<file path="config.mk">
export PLATFORM = sky130hd
export DESIGN_NAME = lattice_coeff_compress_pack
export DESIGN_NICKNAME = d
export VERILOG_FILES = /design/src/hw/rtl/lccp_pkg.sv /design/src/hw/rtl/lccp_front.sv /design/src/hw/rtl/lccp_bitfifo.sv /design/src/hw/rtl/lccp_expand.sv /design/src/hw/rtl/lattice_coeff_compress_pack.sv
export SDC_FILE = /design/constraint.sdc
export NUM_CORES = 2
export LEC_CHECK = 0
export ABC_AREA = 1
export BUFFER_PORTS_ARGS = -buffer_cell sky130_fd_sc_hd__buf_2
export CAP_MARGIN = 0
export CORE_MARGIN = 2
export CORE_UTILIZATION = 60
export CTS_CLUSTER_DIAMETER = 30
export DETAILED_ROUTE_END_ITERATION = 8
export PLACE_DENSITY = 0.77
export SYNTH_ARGS = -nofsm -noshare
export SYNTH_HDL_FRONTEND = slang
export SYNTH_SLANG_ARGS = --single-unit
</file>
<file path="constraint.sdc">
create_clock -name i_clk -period 7.3 [get_ports i_clk]
set_input_delay 0 -clock i_clk [delete_from_list [all_inputs] [get_ports i_clk]]
set_output_delay 0 -clock i_clk [all_outputs]
set_load 0.05 [all_outputs]
</file>
<file path="src/hw/rtl/lccp_pkg.sv">
// Shared types and constants for the coefficient compress / bit-pack block.
// No dependencies; every other file in hw/rtl imports this package.
package lccp_pkg;

    // Field and datapath widths
    localparam int COEF_W      = 14;
    localparam int Q_W         = 13;
    localparam int RECIP_W     = 20;
    localparam int D_W         = 4;
    localparam int CODE_W      = 12;
    localparam int BYTE_W      = 8;
    localparam int ACC_W       = 19;
    localparam int CNT_W       = 5;
    localparam int WORK_W      = 32;
    localparam int TOT_W       = 6;
    localparam int CFG_IDX_W   = 2;
    localparam int CFG_DATA_W  = 20;
    localparam int V_W         = 26;
    localparam int PROD_W      = V_W + RECIP_W;
    localparam int RECIP_SHIFT = 29;
    localparam int EXP_W       = 26;
    localparam int NRES_W      = 2;

    // Code width saturation limits
    localparam logic [D_W-1:0] D_MIN = 4'd8;
    localparam logic [D_W-1:0] D_MAX = 4'd12;

    // Reset values of the configuration registers
    localparam logic [D_W-1:0]     RST_CODED_BITS   = 4'd9;
    localparam logic [Q_W-1:0]     RST_MODULUS      = 13'd7681;
    localparam logic [RECIP_W-1:0] RST_RECIPROCAL   = 20'd69896;
    localparam logic               RST_REDUCE_FIRST = 1'b1;

    // Register indexes
    typedef enum logic [CFG_IDX_W-1:0] {
        CFG_CODED_BITS   = 2'd0,
        CFG_MODULUS      = 2'd1,
        CFG_RECIPROCAL   = 2'd2,
        CFG_REDUCE_FIRST = 2'd3
    } t_cfg_idx;

    // Item modes and result kinds
    localparam logic MODE_COMPRESS = 1'b0;
    localparam logic MODE_UNPACK   = 1'b1;
    localparam logic KIND_BYTE     = 1'b0;
    localparam logic KIND_COEFF    = 1'b1;

    typedef struct packed {
        logic              mode;
        logic [COEF_W-1:0] coefficient;
        logic [BYTE_W-1:0] in_byte;
    } t_in_item;

    typedef struct packed {
        logic              out_kind;
        logic [BYTE_W-1:0] out_byte;
        logic [Q_W-1:0]    out_coeff;
        logic              range_error;
        logic              last;
    } t_out_item;

    // Working configuration seen by all stages
    typedef struct packed {
        logic [D_W-1:0]     d;
        logic [CODE_W-1:0]  dmask;
        logic [Q_W-1:0]     q;
        logic [RECIP_W-1:0] recip;
        logic               reduce;
    } t_cfg;

    // Rounded code (compress) or raw byte (unpack) headed for the bit FIFO
    typedef struct packed {
        logic              kind;
        logic              err;
        logic [CODE_W-1:0] val;
    } t_code_item;

    // Up to two raw results of one item: bytes, or codes still to expand
    typedef struct packed {
        logic              kind;
        logic              err;
        logic [NRES_W-1:0] n;
        logic [CODE_W-1:0] v0;
        logic [CODE_W-1:0] v1;
    } t_raw_pair;

endpackage

</file>
<file path="src/hw/rtl/lccp_front.sv">
// Front end: range check, optional reduction, scaling, then reciprocal multiply.
// Two register stages; depends on lccp_pkg.
module lccp_front (
    input  logic                    i_clk,
    input  logic                    i_rst_n,
    input  lccp_pkg::t_cfg          i_cfg,
    input  logic                    i_valid,
    output logic                    o_ready,
    input  lccp_pkg::t_in_item      i_item,
    output logic                    o_valid,
    input  logic                    i_ready,
    output lccp_pkg::t_code_item    o_item
);
    import lccp_pkg::*;

    logic                r_a_valid;
    logic                r_a_kind;
    logic                r_a_err;
    logic [V_W-1:0]      r_a_v;
    logic [BYTE_W-1:0]   r_a_byte;
    logic                r_b_valid;
    t_code_item          r_b_item;

    logic [COEF_W:0]     twice_q;
    logic                n_err;
    logic                ge_q;
    logic [COEF_W-1:0]   u;
    logic [V_W-1:0]      n_v;
    logic [PROD_W-1:0]   prod;
    logic [CODE_W-1:0]   code;
    t_code_item          n_b_item;
    logic                a_free;
    logic                b_free;
    logic                a_move;

    // Stage A logic: range flag, single reduction, shift by d plus q/2
    always_comb begin
        twice_q = {1'b0, i_cfg.q, 1'b0};
        n_err   = {1'b0, i_item.coefficient} >= twice_q;
        ge_q    = i_item.coefficient >= {1'b0, i_cfg.q};
        u       = (i_cfg.reduce && ge_q) ? (i_item.coefficient - {1'b0, i_cfg.q})
                                         : i_item.coefficient;
        n_v     = ({{(V_W-COEF_W){1'b0}}, u} << i_cfg.d)
                + {{(V_W-Q_W+1){1'b0}}, i_cfg.q[Q_W-1:1]};
    end

    // Stage B logic: reciprocal multiply, drop 29 bits, keep d bits
    always_comb begin
        prod           = {{RECIP_W{1'b0}}, r_a_v} * {{V_W{1'b0}}, i_cfg.recip};
        code           = prod[RECIP_SHIFT +: CODE_W] & i_cfg.dmask;
        n_b_item.kind  = r_a_kind;
        n_b_item.err   = r_a_err;
        n_b_item.val   = (r_a_kind == MODE_COMPRESS) ? code
                                                     : {{(CODE_W-BYTE_W){1'b0}}, r_a_byte};
    end

    // Handshake: each stage loads when it is empty or the one after it frees up
    assign b_free  = !r_b_valid || i_ready;
    assign a_free  = !r_a_valid || b_free;
    assign a_move  = r_a_valid && b_free;
    assign o_ready = a_free;
    assign o_valid = r_b_valid;
    assign o_item  = r_b_item;

    always_ff @(posedge i_clk) begin
        if (!i_rst_n) begin
            r_a_valid <= 1'b0;
            r_b_valid <= 1'b0;
        end else begin
            if (a_free) r_a_valid <= i_valid;
            if (b_free) r_b_valid <= r_a_valid;
        end
    end

    // Payload registers
    always_ff @(posedge i_clk) begin
        if (i_valid && a_free) begin
            r_a_kind <= i_item.mode;
            r_a_err  <= n_err;
            r_a_v    <= n_v;
            r_a_byte <= i_item.in_byte;
        end
        if (a_move) begin
            r_b_item <= n_b_item;
        end
    end

endmodule

</file>
<file path="src/hw/rtl/lccp_bitfifo.sv">
// Shared LSB-first bit FIFO: packs codes into bytes or splits bytes into codes.
// Holds the pending-bit state; depends on lccp_pkg.
module lccp_bitfifo (
    input  logic                    i_clk,
    input  logic                    i_rst_n,
    input  lccp_pkg::t_cfg          i_cfg,
    input  logic                    i_valid,
    output logic                    o_ready,
    input  lccp_pkg::t_code_item    i_item,
    output logic                    o_valid,
    input  logic                    i_ready,
    output lccp_pkg::t_raw_pair     o_pair
);
    import lccp_pkg::*;

    logic [ACC_W-1:0]   r_acc;
    logic [CNT_W-1:0]   r_cnt;
    logic               r_c_valid;
    t_raw_pair          r_c_pair;

    logic               is_comp;
    logic [CNT_W-1:0]   sh;
    logic [WORK_W-1:0]  keep_mask;
    logic [WORK_W-1:0]  work;
    logic [TOT_W-1:0]   total;
    logic [TOT_W-1:0]   step;
    logic [TOT_W-1:0]   rem1;
    logic [TOT_W-1:0]   consumed;
    logic [WORK_W-1:0]  shifted;
    logic [WORK_W-1:0]  work_hi;
    logic [NRES_W-1:0]  n;
    t_raw_pair          n_pair;
    logic [ACC_W-1:0]   n_acc;
    logic [CNT_W-1:0]   n_cnt;
    logic               c_free;
    logic               take;

    // Merge the new bits above the pending ones and count what comes out
    always_comb begin
        is_comp   = (i_item.kind == MODE_COMPRESS);
        // compress keeps at most the seven oldest pending bits
        sh        = (is_comp && (r_cnt > CNT_W'(7))) ? CNT_W'(7) : r_cnt;
        keep_mask = (WORK_W'(1) << sh) - WORK_W'(1);
        work      = ({{(WORK_W-ACC_W){1'b0}}, r_acc} & keep_mask)
                  | ({{(WORK_W-CODE_W){1'b0}}, i_item.val} << sh);
        step      = is_comp ? TOT_W'(BYTE_W) : {{(TOT_W-D_W){1'b0}}, i_cfg.d};
        // a code adds d bits, a byte adds eight
        total     = {1'b0, sh} + (is_comp ? {{(TOT_W-D_W){1'b0}}, i_cfg.d}
                                          : TOT_W'(BYTE_W));
        rem1      = total - step;
        if (total < step)      n = 2'd0;
        else if (rem1 < step)  n = 2'd1;
        else                   n = 2'd2;
        case (n)
            2'd1:    consumed = step;
            2'd2:    consumed = step << 1;
            default: consumed = '0;
        endcase
        shifted   = work >> consumed;
        work_hi   = work >> step;
        n_acc     = shifted[ACC_W-1:0];
        n_cnt     = CNT_W'(total - consumed);

        n_pair.kind = i_item.kind;
        n_pair.err  = i_item.err;
        n_pair.n    = n;
        if (is_comp) begin
            n_pair.v0 = {{(CODE_W-BYTE_W){1'b0}}, work[BYTE_W-1:0]};
            n_pair.v1 = {{(CODE_W-BYTE_W){1'b0}}, work[2*BYTE_W-1:BYTE_W]};
        end else begin
            n_pair.v0 = work[CODE_W-1:0] & i_cfg.dmask;
            n_pair.v1 = work_hi[CODE_W-1:0] & i_cfg.dmask;
        end
    end

    // Items that give no result drop out here
    assign c_free  = !r_c_valid || i_ready;
    assign take    = i_valid && c_free;
    assign o_ready = c_free;
    assign o_valid = r_c_valid;
    assign o_pair  = r_c_pair;

    always_ff @(posedge i_clk) begin
        if (!i_rst_n) begin
            r_acc     <= '0;
            r_cnt     <= '0;
            r_c_valid <= 1'b0;
        end else if (take) begin
            r_acc     <= n_acc;
            r_cnt     <= n_cnt;
            r_c_valid <= (n != 2'd0);
        end else if (c_free) begin
            r_c_valid <= 1'b0;
        end
    end

    always_ff @(posedge i_clk) begin
        if (take) r_c_pair <= n_pair;
    end

endmodule

</file>
<file path="src/hw/rtl/lccp_expand.sv">
// Expands unpacked codes to coefficients and sends the results out one at a time.
// Holds the output pair register; depends on lccp_pkg.
module lccp_expand (
    input  logic                    i_clk,
    input  logic                    i_rst_n,
    input  lccp_pkg::t_cfg          i_cfg,
    input  logic                    i_valid,
    output logic                    o_ready,
    input  lccp_pkg::t_raw_pair     i_pair,
    output logic                    o_valid,
    input  logic                    i_ready,
    output lccp_pkg::t_out_item     o_item
);
    import lccp_pkg::*;

    logic               r_valid;
    logic               r_sel;
    logic [NRES_W-1:0]  r_n;
    t_out_item          r_res0;
    t_out_item          r_res1;

    logic [EXP_W-1:0]   half;
    logic [EXP_W-1:0]   e0_full;
    logic [EXP_W-1:0]   e1_full;
    t_out_item          n_res0;
    t_out_item          n_res1;
    t_out_item          cur;
    logic               out_last;
    logic               pair_free;

    // (t * q + 2^(d-1)) >> d for both codes
    always_comb begin
        half    = EXP_W'(1) << (i_cfg.d - D_W'(1));
        e0_full = (({{(EXP_W-CODE_W){1'b0}}, i_pair.v0} * {{(EXP_W-Q_W){1'b0}}, i_cfg.q})
                  + half) >> i_cfg.d;
        e1_full = (({{(EXP_W-CODE_W){1'b0}}, i_pair.v1} * {{(EXP_W-Q_W){1'b0}}, i_cfg.q})
                  + half) >> i_cfg.d;
    end

    // Shape the two result words
    always_comb begin
        n_res0.out_kind    = i_pair.kind;
        n_res1.out_kind    = i_pair.kind;
        n_res0.last        = 1'b0;
        n_res1.last        = 1'b0;
        if (i_pair.kind == KIND_BYTE) begin
            n_res0.out_byte    = i_pair.v0[BYTE_W-1:0];
            n_res1.out_byte    = i_pair.v1[BYTE_W-1:0];
            n_res0.out_coeff   = '0;
            n_res1.out_coeff   = '0;
            n_res0.range_error = i_pair.err;
            n_res1.range_error = i_pair.err;
        end else begin
            n_res0.out_byte    = '0;
            n_res1.out_byte    = '0;
            n_res0.out_coeff   = e0_full[Q_W-1:0];
            n_res1.out_coeff   = e1_full[Q_W-1:0];
            n_res0.range_error = 1'b0;
            n_res1.range_error = 1'b0;
        end
    end

    // Output serializer
    assign out_last  = r_sel || (r_n == 2'd1);
    assign pair_free = !r_valid || (i_ready && out_last);
    assign o_ready   = pair_free;
    assign o_valid   = r_valid;

    always_comb begin
        cur      = r_sel ? r_res1 : r_res0;
        cur.last = out_last;
        o_item   = cur;
    end

    always_ff @(posedge i_clk) begin
        if (!i_rst_n) begin
            r_valid <= 1'b0;
            r_sel   <= 1'b0;
        end else if (i_valid && pair_free) begin
            r_valid <= 1'b1;
            r_sel   <= 1'b0;
        end else if (r_valid && i_ready) begin
            if (out_last) begin
                r_valid <= 1'b0;
                r_sel   <= 1'b0;
            end else begin
                r_sel   <= 1'b1;
            end
        end
    end

    always_ff @(posedge i_clk) begin
        if (i_valid && pair_free) begin
            r_n    <= i_pair.n;
            r_res0 <= n_res0;
            r_res1 <= n_res1;
        end
    end

endmodule

</file>
<file path="src/hw/rtl/lattice_coeff_compress_pack.sv">
// Top level of the lattice coefficient compress / bit-pack block.
// Holds the configuration registers; uses lccp_pkg, lccp_front, lccp_bitfifo, lccp_expand.
//
//  channel   direction  handshake                    payload
//  --------  ---------  ---------------------------  ---------------------------
//  in        input      i_in_valid / o_in_ready      i_in_data  (t_in_item)
//  out       output     o_out_valid / i_out_ready    o_out_data (t_out_item)
//  cfg       input      i_cfg_we                     i_cfg_index, i_cfg_data
//
// One item is taken per cycle while no stage stalls; its first result goes through
// stage A, stage B, the bit FIFO and the output pair register. The output port
// carries one result per cycle; a two-result item holds the pipeline at the pair register.
// Reset is synchronous, active low, and clears the pending bits, the stage
// valids and the registers to their defaults. A stall on the output backs up
// stage by stage to o_in_ready; items with no result leave at the bit FIFO.
module lattice_coeff_compress_pack (
    input  logic                                i_clk,
    input  logic                                i_rst_n,
    input  logic                                i_in_valid,
    output logic                                o_in_ready,
    input  lccp_pkg::t_in_item                  i_in_data,
    output logic                                o_out_valid,
    input  logic                                i_out_ready,
    output lccp_pkg::t_out_item                 o_out_data,
    input  logic                                i_cfg_we,
    input  logic [lccp_pkg::CFG_IDX_W-1:0]      i_cfg_index,
    input  logic [lccp_pkg::CFG_DATA_W-1:0]     i_cfg_data
);
    import lccp_pkg::*;

    logic [D_W-1:0]      r_coded_bits;
    logic [Q_W-1:0]      r_modulus;
    logic [RECIP_W-1:0]  r_reciprocal;
    logic                r_reduce_first;

    logic [D_W-1:0]      d_eff;
    logic [CODE_W:0]     mask_full;
    t_cfg                cfg;

    logic                code_valid;
    logic                code_ready;
    t_code_item          code_item;
    logic                pair_valid;
    logic                pair_ready;
    t_raw_pair           pair;

    // Configuration writes
    always_ff @(posedge i_clk) begin
        if (!i_rst_n) begin
            r_coded_bits   <= RST_CODED_BITS;
            r_modulus      <= RST_MODULUS;
            r_reciprocal   <= RST_RECIPROCAL;
            r_reduce_first <= RST_REDUCE_FIRST;
        end else if (i_cfg_we) begin
            unique case (t_cfg_idx'(i_cfg_index))
                CFG_CODED_BITS:   r_coded_bits   <= i_cfg_data[D_W-1:0];
                CFG_MODULUS:      r_modulus      <= i_cfg_data[Q_W-1:0];
                CFG_RECIPROCAL:   r_reciprocal   <= i_cfg_data[RECIP_W-1:0];
                CFG_REDUCE_FIRST: r_reduce_first <= i_cfg_data[0];
                default:          ;
            endcase
        end
    end

    // Code width clamped to 8..12, and its mask
    always_comb begin
        if (r_coded_bits < D_MIN)      d_eff = D_MIN;
        else if (r_coded_bits > D_MAX) d_eff = D_MAX;
        else                           d_eff = r_coded_bits;
        mask_full  = ((CODE_W+1)'(1) << d_eff) - (CODE_W+1)'(1);
        cfg.d      = d_eff;
        cfg.dmask  = mask_full[CODE_W-1:0];
        cfg.q      = r_modulus;
        cfg.recip  = r_reciprocal;
        cfg.reduce = r_reduce_first;
    end

    lccp_front u_front (
        .i_clk   (i_clk),
        .i_rst_n (i_rst_n),
        .i_cfg   (cfg),
        .i_valid (i_in_valid),
        .o_ready (o_in_ready),
        .i_item  (i_in_data),
        .o_valid (code_valid),
        .i_ready (code_ready),
        .o_item  (code_item)
    );

    lccp_bitfifo u_bitfifo (
        .i_clk   (i_clk),
        .i_rst_n (i_rst_n),
        .i_cfg   (cfg),
        .i_valid (code_valid),
        .o_ready (code_ready),
        .i_item  (code_item),
        .o_valid (pair_valid),
        .i_ready (pair_ready),
        .o_pair  (pair)
    );

    lccp_expand u_expand (
        .i_clk   (i_clk),
        .i_rst_n (i_rst_n),
        .i_cfg   (cfg),
        .i_valid (pair_valid),
        .o_ready (pair_ready),
        .i_pair  (pair),
        .o_valid (o_out_valid),
        .i_ready (i_out_ready),
        .o_item  (o_out_data)
    );

endmodule
</file>
After elaboration in Yosys (flattened, before gate mapping)
Index checks and enable logic that the tools add are counted.
- add/subtract/negate cells: 10
- multipliers: 3
- divide/modulo/power cells: 0
- magnitude comparators: 7
- equal/unequal tests: 6
- shifts and indexed selects: 9
- multiplexer cells: 18
- bitwise operators: 7
- reductions and logical operators: 28
- operator list (kind ; number):
    adder 25 x 26 -> 26 bit ; 2
    right shift 26 x 4 -> 13 bit ; 2
    multiplier 12 x 13 -> 25 bit ; 2
    multiplier 26 x 20 -> 41 bit ; 1
    bitwise AND 12 bit ; 3
    bitwise AND 19 x 32 -> 32 bit ; 1
    OR 32 bit ; 1
    << shifter 1 x 5 -> 32 bit, first input constant ; 1
    << shifter 12 x 5 -> 32 bit ; 1
    right shift 32 x 5 -> 19 bit ; 1
    right shift 32 x 6 -> 12 bit ; 1
    subtractor 32 x 2 -> 32 bit, second input constant ; 1
    adder 26 x 12 -> 26 bit ; 1
    << shifter 1 x 4 -> 26 bit, first input constant ; 1
    << shifter 14 x 4 -> 26 bit ; 1
    2-to-1 mux 23 bit ; 1
    2-to-1 mux 20 bit ; 1
    2-to-1 mux 4 bit ; 4
    >= comparator 14 x 13 -> 1 bit ; 1
    >= comparator 14 bit ; 1
    2-to-1 mux 14 bit ; 1
    subtractor 14 x 13 -> 14 bit ; 1
    << shifter 1 x 4 -> 12 bit, first input constant ; 1
    subtractor 12 x 2 -> 12 bit, second input constant ; 1
    other kinds (24) ; 56
- bits in registers: 191
- latch bits: 0
- RAM bits: 0
- memory bits (read-only): 0
- input bits: 50
- output and inout bits: 26
- word-level logic and storage cells: 121
- memories kept: 0

Depth between registers and ports, before layout
- depth after elaboration: 12
- depth in mapped cells: 36
- depth with buffers taken out: 34

Modules after synthesis
From an unflattened synthesis, not the netlist that was laid out.
- cell total of the unflattened synthesis: 6622
- area, all modules: 46193.1 um^2
- by module, submodules not included (module ; instances ; cells an instance ; area an instance (um^2) ; seq. area each (um^2)):
    lccp_front ; 1 ; 2863 ; 21405.5 ; 1541.5
    lccp_expand ; 1 ; 2366 ; 16463.3 ; 1421.4
    lccp_bitfifo ; 1 ; 1200 ; 6855.3 ; 1341.3
    lattice_coeff_compress_pack ; 1 ; 193 ; 1468.9 ; 760.7

Worst setup path after synthesis
OpenSTA, ideal clock, no wires.
- path kind: reg2reg
- start: register r_reciprocal[5]
- end: register u_front.r_b_item, in the netlist u_front.o_item[4] (data pin)
- setup time: 0.253 ns
- arrival: 6.123 ns
- data required time: 7.047 ns
- slack: 0.924 ns
- stages on the path, launching flop included: 25
- path buffers: 2
- period minus slack after synthesis: 6.376 ns
- path through: dfxtp_1 -> clkbuf_1 -> clkbuf_1 -> nand2_1 -> fa_1 -> inv_1 -> fa_1 -> inv_1 -> fa_1 -> inv_1 -> fa_1 -> fa_1 -> fa_1 -> inv_1 -> fa_1 -> inv_1 -> ha_1 -> a21oi_1 -> o21ai_0 -> a21o_1 -> a2111oi_0 -> nand2_1 -> or2_2 -> nand3_1 -> nand2_1
- RTL lines (item ; line ; RTL):
    start, declared ; lattice_coeff_compress_pack.sv:33 ; logic [RECIP_W-1:0] r_reciprocal;
    start signal, assigned ; lattice_coeff_compress_pack.sv:58 ; CFG_RECIPROCAL: r_reciprocal <= i_cfg_data[RECIP_W-1:0];
    end signal, assigned ; lccp_front.sv:84 ; r_b_item <= n_b_item;
    end, declared ; lccp_front.sv:22 ; t_code_item r_b_item;

Worst setup path in the final report
- start: register u_bitfifo.r_c_pair, in the netlist u_bitfifo.o_pair[14]
- end: register u_expand.r_res0[13] in the netlist's numbering (data pin)
- cells in the longest elaborated chain, start to end: 3
- ends and longest elaborated chain (item ; line ; RTL):
    start, declared ; lccp_bitfifo.sv:19 ; t_raw_pair r_c_pair;
    start signal, assigned ; lccp_bitfifo.sv:98 ; if (take) r_c_pair <= n_pair;
    multiplier 12 x 13 -> 25 bit ; lccp_expand.sv:34 ; e0_full = (({{(EXP_W-CODE_W){1'b0}}, i_pair.v0} * {{(EXP_W-Q_W){1'b0}}, i_cfg.q})
    adder 25 x 26 -> 26 bit ; lccp_expand.sv:35 ; + half) >> i_cfg.d;
    right shift 26 x 4 -> 13 bit ; lccp_expand.sv:34 ;
    end signal, assigned ; lccp_expand.sv:95 ; r_res0 <= n_res0;
    end, declared ; lccp_expand.sv:19 ; t_out_item r_res0;
No other way between the ends.
A chain may end at the register's enable or synchronous reset.

==> results_dict.tcl <==
set metrics [dict create \
    cts_buffers 17 \
    avgSynthCellArea_sq_um 7.15 \
    grt_start_max_net_pins 57 \
    start_util_pct 60.6 \
    final_common_cell "nand2_1" \
    die_w_microns 270 \
    finalHoldViolations 0 \
    fp.dieH_microns 270 \
    final_cell_mix "nand2_1, inv_1, fa_1" \
    track_usage_pct 34.8 \
    num_vias 37717 \
    clk_pin_slew_ps 90 \
    dp_slack_ps 210 \
    cp-start-kind "flop" \
    synth_top_family_by_area "adder cells" \
    wl_mm 123 \
    synth.largest_area_cell "fa_1" \
    die-area_sq_um 72900 \
    endpoint_kind "flop" \
    antenna_left 0 \
    synth-simple-area-share_pct 23.4 \
    synth_area_leaders "fa_1, nand2_1, inv_1, ha_1, edfxtp_1" \
    finClkSkew_ps 18.9 \
    htreeDepth 4 \
    status "completed" \
    routabilityCongestion 1.03 \
    setup_slack_ps 264 \
    core_area_sq_um 70000 \
    drc 0 \
    hold_start "i_in_data[21]" \
    seqPwrFrac_pct 8.2 \
    root_buffer "clkbuf_16" \
    io_pins 76 \
    nets 6976 \
    overflow 0 \
    required_ps 7540 \
    clockBufferDepth 2 \
    io_buffers 75 \
    fin_util_pct 64.1 \
    grt_pass1_vias 38003 \
    clock_latency_ps 500 \
    vias_per_cell 5.47 \
    power_density_nw_per_um2 441 \
    p_leak_nw 26.1 \
    tightest_slew_ps 1250 \
    switching_share_pct 59.3 \
    r2r-end "u_expand.r_res0[13]" \
    worstHoldEndpoint "u_front.r_a_err" \
    holdWs_ps 57.5 \
    ys_seq_area_share_pct 11.9 \
    routedWlPerCell_microns 17.9 \
    worstSetupPathType "flop to flop" \
    r2r-start "u_bitfifo.o_pair[14]" \
    synth-xor-area-share_pct 1.44 \
    peakVddDrop_v 0.000826 \
    grt_first_pass_wirelength_mm 200 \
    synthArstFlopShare_pct 0 \
    hp-class "input pin to flop" \
    cp_max_fo 14 \
    fmax_mhz 142 \
    p_switching_mw 11.7 \
    post-route-period-util_pct 96.4 \
    first_iter_violations 3597 \
    yosysWarningCount 0 \
    ys_ff_latch 191 \
    finalSetupViolations 0 \
    crit_start "u_bitfifo.o_pair[14]" \
    dr.pass1.iters 6 \
    combPwrFrac_pct 86.7 \
    cts_tree "built" \
    syn_to_final_growth_pct 5.81 \
    row_count 97 \
    worstRegToRegCells 22 \
    maxSlewHeadroom_pct 15.9 \
    synth_cells 5938 \
    dpl.hpwl_mm 100 \
    synthAdderAreaFrac_pct 41.3 \
    synth_ff_type "edfxtp_1" \
    cts.sink_count 191 \
    internal-power_mw 8.05 \
    drive_above_1_share_pct 4.68 \
    synth_top_cell_area_share_pct 31.9 \
    pwr-share-clk_pct 5.1 \
    drv_cap 0 \
    min_path_cells 4 \
    synthMuxAreaShare_pct 0.0472 \
    antenna_found_initial 15 \
    regToRegSetupSlack_ps 260 \
    synth_edf_count 124 \
    synth_cell_types 52 \
    slew_violations 0 \
    synth-compound-area-share_pct 5.83 \
    worstPathArrival_ps 7280 \
    period_needed_ps 7040 \
    netlist_area_sq_um 42400 \
]
==> per-stage QoR <==
step / std cells / total power, mW / cell area, sq um / TNS (ps)
finish: 6890 / 19.8 / 44900 / 0
CTS: 6880 / 19.5 / 44800 / 0
global route: 6886 / 22.2 / 44900 / -34.3
floorplan: 5964 / 13.7 / 42500 / 0
detailed placement: 6814 / 18.2 / 43900 / 0
global placement: 6814 / 18.0 / 43900 / 0
==> layer usage <==
metal  up-vias  GRT usage, %  share of wire (%)
met3       307          6.75                9.9
li1      17532             -                  -
met5         -             0              0.096
met2      1727          55.2                 46
met4        18          13.5                4.3
met1     18133          47.3                 40
==> cells by family (layout without fill, tap and decap cells) <==
group	Yosys count	count (layout)
other cells	2	33
fa+ha+maj	994	994
mux	2	2
flops	191	191
xor+xnor	70	70
buf+inv	1798	1779
compound gates	447	447
simple gates	2434	2434
==> flip-flops by register name, summed over array words and instances (netlist names), 2 cells and up <==
signal            cells
r_coded_bits          4
r_modulus            13
r_reciprocal         20
u_bitfifo.o_pair     28
u_bitfifo.r_acc      19
u_bitfifo.r_cnt       5
u_expand.r_n          2
u_expand.r_res0      23
u_expand.r_res1      21
u_front.o_item       14
u_front.r_a_byte      8
u_front.r_a_v        26
==> critical path: stages (launching register included) <==
cell	delay, ps
edfxtp_1	960
nand2_1	120
inv_1	100
fa_1	420
fa_1	490
inv_1	50
fa_1	490
inv_1	50
fa_1	520
inv_1	50
fa_1	470
inv_1	40
ha_1	340
nand2_1	70
o21ai_0	570
nand2_1	140
nand2_1	260
a21oi_1	180
o21ai_0	210
xor2_1	500
o21ai_0	450
nand3_1	210
inv_1	60
==> power by group through the flow <==
stage / Combinational [mW] / Clock [mW] / Sequential (mW)
after global routing: 19.5 / 1.07 / 1.63
after detailed placement: 16.6 / 0 / 1.65
final: 17.1 / 1.02 / 1.62
after floorplan: 12.3 / 0 / 1.44
after CTS: 16.8 / 1.03 / 1.63
after global placement: 16.3 / 0 / 1.64
==> synthesized netlist by cell type, drive strengths merged (12+ instances only) <==
library cell / count
a21o: 13
a21oi: 179
a31oi: 12
buf: 53
clkbuf: 227
dfxtp: 67
edfxtp: 124
fa: 676
ha: 318
inv: 1513
nand2: 1698
nand3: 414
nand4: 37
nor2: 235
nor3: 24
o211ai: 23
o21a: 12
o21ai: 178
or2: 13
xnor2: 29
xor2: 41
==> worst max path at each step <==
| stage | slack (ps) | end | depth (start not counted) |
|---|---|---|---|
| after floorplan | 920 | u_front.o_item[4] | 24 |
| after global placement | 390 | u_front.o_item[8] | 20 |
| after detailed placement | 210 | u_front.o_item[8] | 25 |
| after CTS | 180 | u_front.o_item[8] | 25 |
| after global routing | -30 | u_expand.r_res0[13] | 22 |
| final | 260 | u_expand.r_res0[13] | 22 |
==> area by class of cell <==
cell class	instances	area, sq um
Tap cell	940	1180
Antenna cell	5	12.5
Clock buffer	18	429
Multi-Input combinational cell	3975	30700
Inverter	1518	5700
Sequential cell	191	5070
Clock inverter	14	180
Fill cell	6224	25100
Timing Repair Buffer	229	1650
==> what timing repair did <==
| item | CTS | global route |
|---|---|---|
| setup endpoints to repair | 0 | 7 |
| hold buffers | 34 | 0 |
| buffers inserted | 0 | 5 |
| hold endpoints to repair | 50 | 0 |
| resized for setup | 0 | 7 |
(Power assumes the default switching activity.)
